<file path="config.mk">
export PLATFORM = sky130hd
export DESIGN_NAME = pcm16_gain_scaler
export DESIGN_NICKNAME = d
export VERILOG_FILES = /design/src/design/pgs_pkg.sv /design/src/design/pcm16_gain_scaler.sv
export VERILOG_INCLUDE_DIRS = /design/src /design/src/design
export SDC_FILE = /design/constraint.sdc
export NUM_CORES = 2
export LEC_CHECK = 0
export BUFFER_PORTS_ARGS = -buffer_cell sky130_fd_sc_hd__buf_2
export CAP_MARGIN = 5
export CORE_MARGIN = 1.5
export CORE_UTILIZATION = 36
export CTS_BUF_LIST = sky130_fd_sc_hd__clkbuf_4
export DETAILED_ROUTE_END_ITERATION = 10
export HOLD_SLACK_MARGIN = 0.05
export PLACE_DENSITY = 0.6
export SLEW_MARGIN = 25
export SYNTH_ARGS = -nofsm -noshare
export SYNTH_HDL_FRONTEND = slang
export SYNTH_SLANG_ARGS = --single-unit
</file>
<file path="constraint.sdc">
create_clock -name clk -period 50.8 [get_ports clk]
set_input_delay 7.62 -clock clk [delete_from_list [all_inputs] [get_ports clk]]
set_output_delay 7.62 -clock clk [all_outputs]
set_load 0.02 [all_outputs]
</file>
<file path="src/design/pcm16_gain_scaler_assert.svh">
// Assertion macros shared by the gain scaler RTL.
// Depends on a clock named clk and a synchronous reset named rst in the including module.
`ifndef PCM16_GAIN_SCALER_ASSERT_SVH
`define PCM16_GAIN_SCALER_ASSERT_SVH

// Checks a property at every rising clock edge outside reset.
`define PGS_ASSERT(label, prop, msg) \
  label: assert property (@(posedge clk) disable iff (rst) (prop)) else $error(msg);

// Checks that a condition never holds at a rising clock edge outside reset.
`define PGS_NEVER(label, cond, msg) \
  label: assert property (@(posedge clk) disable iff (rst) !(cond)) else $error(msg);

`endif

</file>
<file path="src/design/pgs_pkg.sv">
// Shared types, constants and the divider step for the PCM gain scaler.
// No dependencies; imported by pcm16_gain_scaler.
package pgs_pkg;

  localparam int SAMPLE_WIDTH  = 16;
  localparam int FRACTION_BITS = 10;
  localparam int FACTOR_WIDTH  = 15;
  localparam int MODE_WIDTH    = 2;
  // Magnitude of sample * 2^FRACTION_BITS, which reaches 2^25 and needs 26 bits.
  localparam int MAG_WIDTH     = SAMPLE_WIDTH + FRACTION_BITS;
  // One restoring-division stage per quotient bit.
  localparam int DIV_STEPS     = MAG_WIDTH;
  localparam int PROD_WIDTH    = SAMPLE_WIDTH + 1 + FACTOR_WIDTH;

  localparam logic [MAG_WIDTH-1:0] POS_LIMIT = MAG_WIDTH'((1 << (SAMPLE_WIDTH - 1)) - 1);
  localparam logic [MAG_WIDTH-1:0] NEG_LIMIT = MAG_WIDTH'(1 << (SAMPLE_WIDTH - 1));
  localparam logic signed [SAMPLE_WIDTH-1:0] SAMPLE_MAX = {1'b0, {(SAMPLE_WIDTH-1){1'b1}}};
  localparam logic signed [SAMPLE_WIDTH-1:0] SAMPLE_MIN = {1'b1, {(SAMPLE_WIDTH-1){1'b0}}};

  typedef enum logic [MODE_WIDTH-1:0] {
    MODE_BYPASS    = 2'd0,
    MODE_AMPLIFY   = 2'd1,
    MODE_ATTENUATE = 2'd2
  } gain_mode_t;

  typedef enum logic {
    REG_GAIN_MODE   = 1'b0,
    REG_GAIN_FACTOR = 1'b1
  } reg_index_t;

  typedef enum logic [1:0] {
    OP_PASS = 2'd0,
    OP_MUL  = 2'd1,
    OP_DIV  = 2'd2
  } op_t;

  typedef struct packed {
    logic signed [SAMPLE_WIDTH-1:0] sample_in;
    logic                           last_in;
  } sample_t;

  typedef struct packed {
    logic signed [SAMPLE_WIDTH-1:0] sample_out;
    logic                           clipped;
    logic                           last_out;
  } result_t;

  // One divider stage: sign, packet end, divide flag, partial remainder and a
  // shift register that trades dividend bits for quotient bits.
  typedef struct packed {
    logic                    neg;
    logic                    last;
    logic                    div;
    logic [FACTOR_WIDTH-1:0] rem;
    logic [MAG_WIDTH-1:0]    aq;
  } pipe_t;

  // Produces one quotient bit. Items that do not divide pass unchanged.
  function automatic pipe_t div_step(pipe_t p, logic [FACTOR_WIDTH-1:0] d);
    logic [FACTOR_WIDTH:0] trial;
    logic [FACTOR_WIDTH:0] diff;
    pipe_t                 n;
    n     = p;
    trial = {p.rem, p.aq[MAG_WIDTH-1]};
    diff  = trial - {1'b0, d};
    if (p.div) begin
      n.aq = {p.aq[MAG_WIDTH-2:0], 1'b0};
      if (trial >= {1'b0, d}) begin
        n.rem   = diff[FACTOR_WIDTH-1:0];
        n.aq[0] = 1'b1;
      end else begin
        n.rem = trial[FACTOR_WIDTH-1:0];
      end
    end
    return n;
  endfunction

endpackage

</file>
<file path="src/design/pcm16_gain_scaler.sv">
// Top level of the PCM gain scaler: bypass, Q10 amplify, Q10 attenuate, saturation.
// Depends on pgs_pkg and pcm16_gain_scaler_assert.svh.
//
//  channel   direction  handshake                    payload
//  sample    in         sample_valid, sample_stall   sample (sample_in, last_in)
//  result    out        result_valid, result_stall   result (sample_out, clipped, last_out)
//  config    in         cfg_we                       cfg_index, cfg_data
//
// One beat enters per cycle unless the output is stalled; each beat passes 29 register stages
// on its way to the output register: decode, multiply, 26 restoring-division stages
// (one quotient bit each) and the saturation stage. The division stages set the latency.
// Reset is synchronous and clears all valid bits and both gain registers.
// A stalled output beat freezes the whole pipeline and stalls the input side.
`include "pcm16_gain_scaler_assert.svh"

module pcm16_gain_scaler
  import pgs_pkg::*;
(
  input  logic                    clk,
  input  logic                    rst,
  input  logic                    sample_valid,
  output logic                    sample_stall,
  input  sample_t                 sample,
  output logic                    result_valid,
  input  logic                    result_stall,
  output result_t                 result,
  input  logic                    cfg_we,
  input  reg_index_t              cfg_index,
  input  logic [FACTOR_WIDTH-1:0] cfg_data
);

  gain_mode_t              gain_mode;
  logic [FACTOR_WIDTH-1:0] gain_factor;

  logic                    adv;
  logic                    take;

  // Decode stage.
  logic                    a_vld;
  logic                    a_neg;
  logic                    a_last;
  op_t                     a_op;
  logic [SAMPLE_WIDTH:0]   a_mag;

  logic [SAMPLE_WIDTH:0]   in_mag;
  op_t                     in_op;
  logic [PROD_WIDTH-1:0]   prod;
  pipe_t                   b_next;

  // Stage 0 holds the product, dividend or bypass magnitude; stages 1..DIV_STEPS divide.
  logic [DIV_STEPS:0]      vld;
  pipe_t                   st [DIV_STEPS+1];

  logic [MAG_WIDTH-1:0]    q;
  logic [SAMPLE_WIDTH-1:0] q_low;
  result_t                 result_next;

  assign adv          = !(result_valid && result_stall);
  assign sample_stall = !adv;
  assign take         = sample_valid && adv;

  always_ff @(posedge clk) begin
    if (rst) begin
      gain_mode   <= MODE_BYPASS;
      gain_factor <= '0;
    end else if (cfg_we) begin
      case (cfg_index)
        REG_GAIN_MODE:   gain_mode   <= gain_mode_t'(cfg_data[MODE_WIDTH-1:0]);
        REG_GAIN_FACTOR: gain_factor <= cfg_data;
        default:         ;
      endcase
    end
  end

  always_comb begin
    in_mag = sample.sample_in[SAMPLE_WIDTH-1]
           ? (~{1'b1, sample.sample_in} + 1'b1)
           : {1'b0, sample.sample_in};
    in_op = OP_PASS;
    if (gain_factor != '0) begin
      case (gain_mode)
        MODE_AMPLIFY:   in_op = OP_MUL;
        MODE_ATTENUATE: in_op = OP_DIV;
        default:        in_op = OP_PASS;
      endcase
    end
  end

  always_ff @(posedge clk) begin
    if (rst) begin
      a_vld <= 1'b0;
    end else if (adv) begin
      a_vld <= take;
    end
  end

  always_ff @(posedge clk) begin
    if (adv) begin
      a_neg  <= sample.sample_in[SAMPLE_WIDTH-1];
      a_last <= sample.last_in;
      a_op   <= in_op;
      a_mag  <= in_mag;
    end
  end

  // Truncation toward zero is truncation of the magnitude, so both scaling
  // paths work on |sample| and put the sign back at the end.
  always_comb begin
    prod        = PROD_WIDTH'(a_mag) * PROD_WIDTH'(gain_factor);
    b_next.neg  = a_neg;
    b_next.last = a_last;
    b_next.div  = (a_op == OP_DIV);
    b_next.rem  = '0;
    case (a_op)
      OP_MUL:  b_next.aq = MAG_WIDTH'(prod >> FRACTION_BITS);
      OP_DIV:  b_next.aq = MAG_WIDTH'(a_mag) << FRACTION_BITS;
      default: b_next.aq = MAG_WIDTH'(a_mag);
    endcase
  end

  always_ff @(posedge clk) begin
    if (rst) begin
      vld <= '0;
    end else if (adv) begin
      vld <= {vld[DIV_STEPS-1:0], a_vld};
    end
  end

  always_ff @(posedge clk) begin
    if (adv) begin
      st[0] <= b_next;
    end
  end

  for (genvar k = 1; k <= DIV_STEPS; k++) begin : g_div
    always_ff @(posedge clk) begin
      if (adv) begin
        st[k] <= div_step(st[k-1], gain_factor);
      end
    end
  end

  always_comb begin
    q                    = st[DIV_STEPS].aq;
    q_low                = q[SAMPLE_WIDTH-1:0];
    result_next.last_out = st[DIV_STEPS].last;
    result_next.clipped  = 1'b0;
    if (st[DIV_STEPS].neg) begin
      if (q > NEG_LIMIT) begin
        result_next.sample_out = SAMPLE_MIN;
        result_next.clipped    = 1'b1;
      end else begin
        result_next.sample_out = ~q_low + 1'b1;
      end
    end else begin
      if (q > POS_LIMIT) begin
        result_next.sample_out = SAMPLE_MAX;
        result_next.clipped    = 1'b1;
      end else begin
        result_next.sample_out = q_low;
      end
    end
  end

  always_ff @(posedge clk) begin
    if (rst) begin
      result_valid <= 1'b0;
    end else if (adv) begin
      result_valid <= vld[DIV_STEPS];
    end
  end

  always_ff @(posedge clk) begin
    if (adv) begin
      result <= result_next;
    end
  end

  `PGS_ASSERT(a_clip_at_bound, result_valid && result.clipped |->
    (result.sample_out == SAMPLE_MAX || result.sample_out == SAMPLE_MIN),
    "clipped beat does not hold a saturation bound")
  `PGS_ASSERT(a_pipe_frozen, !adv |=> $stable(vld) && $stable(a_vld),
    "pipeline valid bits moved during an output stall")
  `PGS_ASSERT(a_result_source, $rose(result_valid) |-> $past(vld[DIV_STEPS]),
    "result appeared without a beat in the last divider stage")
  `PGS_NEVER(a_no_div_on_zero, a_vld && a_op == OP_DIV && gain_factor == '0,
    "division scheduled with a zero factor")

endmodule

</file>
Word-level counts from Yosys, hierarchy flattened
Memory sizes are Yosys's and may differ from the RTL's.
Index checks and enable logic that the tools add are counted.
- bits in registers: 85
- RAM bits: 1188
- input bits: 38
- output and inout bits: 20
- word-level logic and storage cells: 197
- memories kept: 1
- memory list (memory ; depth ; width ; rd ports ; clocked after Yosys merged registers in ; write ports ; RTL line ; source):
    st ; 27 ; 44 ; 27 ; 0 ; 27 ; pcm16_gain_scaler.sv:52 ; pipe_t st [DIV_STEPS+1];
- $add $sub $neg: 28
- multiply operators: 1
- order comparisons: 28
- equal/unequal tests: 4
- multiplexer cells: 113
- bitwise logic cells: 3
- reduce and logical (&&, ||, !) cells: 6
- operators with widths (cell ; count):
    2-to-1 mux 41 bit ; 52
    >= comparator 16 x 15 -> 1 bit ; 26
    2-to-1 mux 15 bit ; 27
    subtractor 15 bit ; 26
    case mux 26 bit (2 select lines) ; 1
    multiplier 17 x 15 -> 32 bit ; 1
    2-to-1 mux 16 bit ; 2
    2-to-1 mux 1 bit ; 29
    > comparator 26 x 15 -> 1 bit (second input constant) ; 1
    > comparator 26 x 16 -> 1 bit (second input constant) ; 1
    adder 17 x 1 -> 17 bit (second input constant) ; 1
    2-to-1 mux 17 bit ; 1
    NOT 17 bit ; 1
    adder 16 x 1 -> 16 bit (second input constant) ; 1
    NOT 16 bit ; 1
    nonzero test 15 bit ; 1
    == test 2 x 1 -> 1 bit (second input constant) ; 2
    == test 2 bit (second input constant) ; 2
    case mux 2 bit (2 select lines) ; 1
    AND reduction 2 bit ; 2
    logical AND 1 bit ; 2
    zero test 1 bit ; 1
    NOT 1 bit ; 1

Longest topological paths before layout
An unclocked memory read counts as a cell.
- word-level depth: 5
- gate-level depth with buffers: 25
- depth with buffers taken out: 23

Worst setup path after synthesis
No wires, ideal clock.
- kind: input port to flip-flop
- from: in result_stall
- to: reg a_last (enable)
- setup time: 2.033 ns
- arrival: 40.084 ns
- required time: 48.767 ns
- setup slack: 8.683 ns
- stages: 2
- buffers on the path: 1
- cell sequence: nand2_1 > clkbuf_1
- cells in the longest elaborated chain, start to end: 1
- RTL lines (element ; RTL line ; source):
    start: declaration ; pcm16_gain_scaler.sv:25 ; input logic result_stall,
    logical AND 1 bit ; pcm16_gain_scaler.sv:58 ; assign adv = !(result_valid && result_stall);
    end signal: assignment ; pcm16_gain_scaler.sv:100 ; a_last <= sample.last_in;
    end: declaration ; pcm16_gain_scaler.sv:41 ; logic a_last;
Every way passes these cells.
A chain may end at the register's enable or synchronous reset.

Worst setup path in the final report
- from: in result_stall
- to: out sample_stall
- cells in the longest elaborated chain, start to end: 1
- RTL lines (element ; RTL line ; source):
    logical AND 1 bit ; pcm16_gain_scaler.sv:58 ;
    end: declaration ; pcm16_gain_scaler.sv:22 ; output logic sample_stall,
Every way passes these cells.

==> impl_metrics.csv <==
group,metric,value,unit
clocking,clock_tree.buffer_depth,4,
sta,worst_pin_slew,1.04,ns
clocking,cts.reportedPaths.clkPinSlew,0.06,ns
sta,worst_slack,33.99,ns
clocking,cts_inserted_buffers,356,
floorplan,design.die.area,0.221,mm²
worst_setup_path,cpPeakStageDelay,0.79,ns
final_layout,layout.cells.most_common,"sky130_fd_sc_hd__edfxtp_1",
status,run_status,"complete, no violations",
power_and_ir_drop,leakage_power,0.0355,µW
global_routing,grt_max_degree,191,
sta,setup-violations-final,0,
clocking,tritoncts,"done",
drt,route.detailed.wl_per_inst,17.1,µm
drt,drt_first_pass_iters,7,
sta,max_freq,59.5,MHz
worst_setup_path,reg2reg_setup_slack,43.29,ns
worst_setup_path,crit_top_cell,"sky130_fd_sc_hd__buf_2",
sta,final-hold-violation-count,0,
sta,hold-worst-slack,0.404,ns
worst_setup_path,timing.rr.start,"a_mag[4]",
final_layout,final.fill_count,20900,
global_routing,grt_pass1_wl,282000,µm
worst_setup_path,r2r-end,"st[0][14]",
drt,drc_errors,0,
sta,timing.final.crit_period,16.81,ns
floorplan,floorplan.rows,171,
final_layout,most-common-layout-cells,"sky130_fd_sc_hd__edfxtp_1, sky130_fd_sc_hd__mux2_2, sky130_fd_sc_hd__a21oi_1",
clocking,count_of_buffers_added_by_post_cts_timing_repair_for_setup,0,
final_layout,fin_nets,7884,
global_routing,overflow,0,
synthesis,synth_area,0.0785,mm²
clocking,clock_sinks,1242,
clocking,worst_skew_pair.late_latency,1.32,ns
final_layout,ff_latch_area,0.0368,mm²
sta,fin_setup_tns,0,ns
sta,finClkSkew,0.129,ns
final_layout,area_delta_synth_final,10.0,%
synthesis,synth_edf_count,1196,
floorplan,die-width,470,µm
worst_setup_path,worst_path_max_delay_cell,"sky130_fd_sc_hd__inv_1",
global_routing,grt_antenna_before_repair,4,
global_routing,global_route_usage_sum,15.7,%
power_and_ir_drop,finalPower,4400,µW
drt,num_vias,53300,
drt,wirelength,176000,µm
place,hpwlAfterDp,120000,µm
worst_setup_path,setup.worst_path.start,"result_stall",
floorplan,die-height,470,µm
final_layout,layout.core_utilization,39.8,%
power_and_ir_drop,peakVddDrop,26.0,µV
worst_setup_path,critPathMaxFanout,57,
worst_setup_path,cp_cell_sequence,"buf_2 > nand2_4 > inv_1 > buf_2",
global_routing,number_of_global_route_vias_before_repair,53500,
synthesis,avgSynthCellArea,11.3,µm²
synthesis,synth_seq_area_share,46.9,%
synthesis,synth_cell_types,82,
floorplan,floorplan.initialDensity,36.2,%
place,placement.io_buffers,57,
drt,antenna_violating_nets_post_route,0,
flow_run,max_cap_viol_count,0,
clocking,clock_tree.htree_level_count,5,
synthesis,synth_async_sr_flop_share,0,%
synthesis,synthesized_nets,7658,
clocking,cts-resized-gates,0,
min_path,hold_path.class,"register to register",
floorplan,core_area,0.217,mm²
place,gp_congestion,0.935,
place,post-place-ws,33.93,ns
clocking,clk_root_buffer_cell,"sky130_fd_sc_hd__clkbuf_4",
drt,drt-initial-drc-count,2939,
worst_setup_path,critPathArrivalTime,9.19,ns
floorplan,top_level_ports,58,
synthesis,synth.ff_latch_count,1242,
worst_setup_path,r2r_cells,21,
worst_setup_path,timing.critical_path.required,43.18,ns
final_layout,multiInputGateArea,0.0390,mm²
sta,min_period_over_period,33.1,%
worst_setup_path,worst_setup_path_end_kind,"output port",
sta,timing.final.max_slew_violations,0,
drt,route.detailed.vias_per_inst,5.20,
final_layout,drive_above_1_share,19.1,%
synthesis,yosys_warnings,0,
sta,rsz_0062_raised_after_global_routing,"no",
worst_setup_path,timing_worst_setup_path_type,"primary input to output port",
synthesis,synthesis.instances,6930,
power_and_ir_drop,power_density_over_cell_area,51.0,mW/mm²
synthesis,ys_dominant_reg_cell,"sky130_fd_sc_hd__edfxtp_1",
worst_setup_path,crit_path_end,"sample_stall",
clocking,cts_hold_buf,0,
worst_setup_path,timing.critical_path.from_type,"primary input",
sta,timing.max_slew.rel_slack,30.5,%
final cells by class:
cell class                      count  share of cell area, %
Tap cell                         2854                   4.14
Inverter                          447                   1.94
Clock inverter                     87                  0.487
Sequential cell                  1242                   42.7
Multi-Input combinational cell   4968                   45.2
Timing Repair Buffer              141                   1.18
Antenna cell                        9                 0.0261
Clock buffer                      503                   4.37
per-layer routing:
| metal | routed length [µm] | share of wire, % | vias to the layer above | GRT usage, % |
|---|---|---|---|---|
| li1 | - | - | 26000 | - |
| met1 | 76000 | 43 | 25700 | 19.2 |
| met2 | 86700 | 49 | 1139 | 27.1 |
| met3 | 7010 | 4.0 | 400 | 2.55 |
| met4 | 5960 | 3.4 | 0 | 6.62 |
| met5 | 0 | 0 | - | 0 |
Yosys cell counts (42+ instances only):
master | count | area (µm²)
sky130_fd_sc_hd__edfxtp_1 | 1196 | 35900
sky130_fd_sc_hd__nand4_1 | 69 | 432
sky130_fd_sc_hd__inv_1 | 447 | 1680
sky130_fd_sc_hd__dfxtp_1 | 46 | 921
sky130_fd_sc_hd__nor2b_1 | 107 | 669
sky130_fd_sc_hd__fa_1 | 216 | 4320
sky130_fd_sc_hd__or3_1 | 47 | 294
sky130_fd_sc_hd__o21ai_0 | 274 | 1370
sky130_fd_sc_hd__a21oi_1 | 557 | 2790
sky130_fd_sc_hd__nor2_1 | 513 | 1930
sky130_fd_sc_hd__and2_1 | 156 | 976
sky130_fd_sc_hd__mux2i_1 | 205 | 2050
sky130_fd_sc_hd__xnor2_1 | 191 | 1670
sky130_fd_sc_hd__nand2b_1 | 44 | 275
sky130_fd_sc_hd__nand2_1 | 528 | 1980
sky130_fd_sc_hd__nor3_1 | 104 | 521
sky130_fd_sc_hd__nand3_1 | 87 | 435
sky130_fd_sc_hd__xor2_1 | 58 | 508
sky130_fd_sc_hd__a21boi_0 | 42 | 315
sky130_fd_sc_hd__mux2_2 | 681 | 7670
sky130_fd_sc_hd__a21o_1 | 113 | 848
sky130_fd_sc_hd__a31oi_1 | 66 | 413
sky130_fd_sc_hd__ha_1 | 474 | 5930
sky130_fd_sc_hd__clkbuf_1 | 228 | 856
state kept, by name (all words and copies together) (netlist names), 2 cells and up:
name and flops:
a_mag 17, a_op 2, gain_factor 15, gain_mode 2, result 18, st 1157, vld 27
worst min-delay path by stage:
stage                            end  depth (start not counted)  slack, ns        from
final                      st[1][42]                          0       0.40  st[0][702]
after global routing      st[1][175]                          0       0.42  st[1][131]
after CTS                     vld[6]                          2       0.41      vld[5]
after detailed placement  st[0][262]                          0       0.40  st[0][218]
after global placement    st[0][482]                          0       0.40  st[0][438]
after floorplan            result[0]                          0       0.40  st[1][482]
cell families after synthesis:
group	share of synthesized area, %
AO/OA/AOI/OAI	10.6
XOR/XNOR	2.78
adder cells (fa/ha/maj)	13.1
buffers and inverters	3.47
flip-flops	46.9
multiplexers	12.4
other	0.00478
AND/OR/NAND/NOR	10.7
stage by stage:
step                      area [µm²]  cells
after floorplan                78500   6930
final                          86300  10300
after global routing           86300  10300
after CTS                      86200  10200
after detailed placement       82000   9649
after global placement         82000   9648
critical path: cells and delay by family:
family,cells,cell delay [ns]
AND/OR/NAND/NOR,1,0.36
buffers and inverters,3,1.19
power breakdown:
part	switching (µW)	leakage [µW]	total (µW)	internal (µW)
registers	215	0.0139	1720	1500
clock network	419	0.00254	885	467
logic	973	0.0190	1800	829
Note: power is estimated with default switching activity, not from simulation.
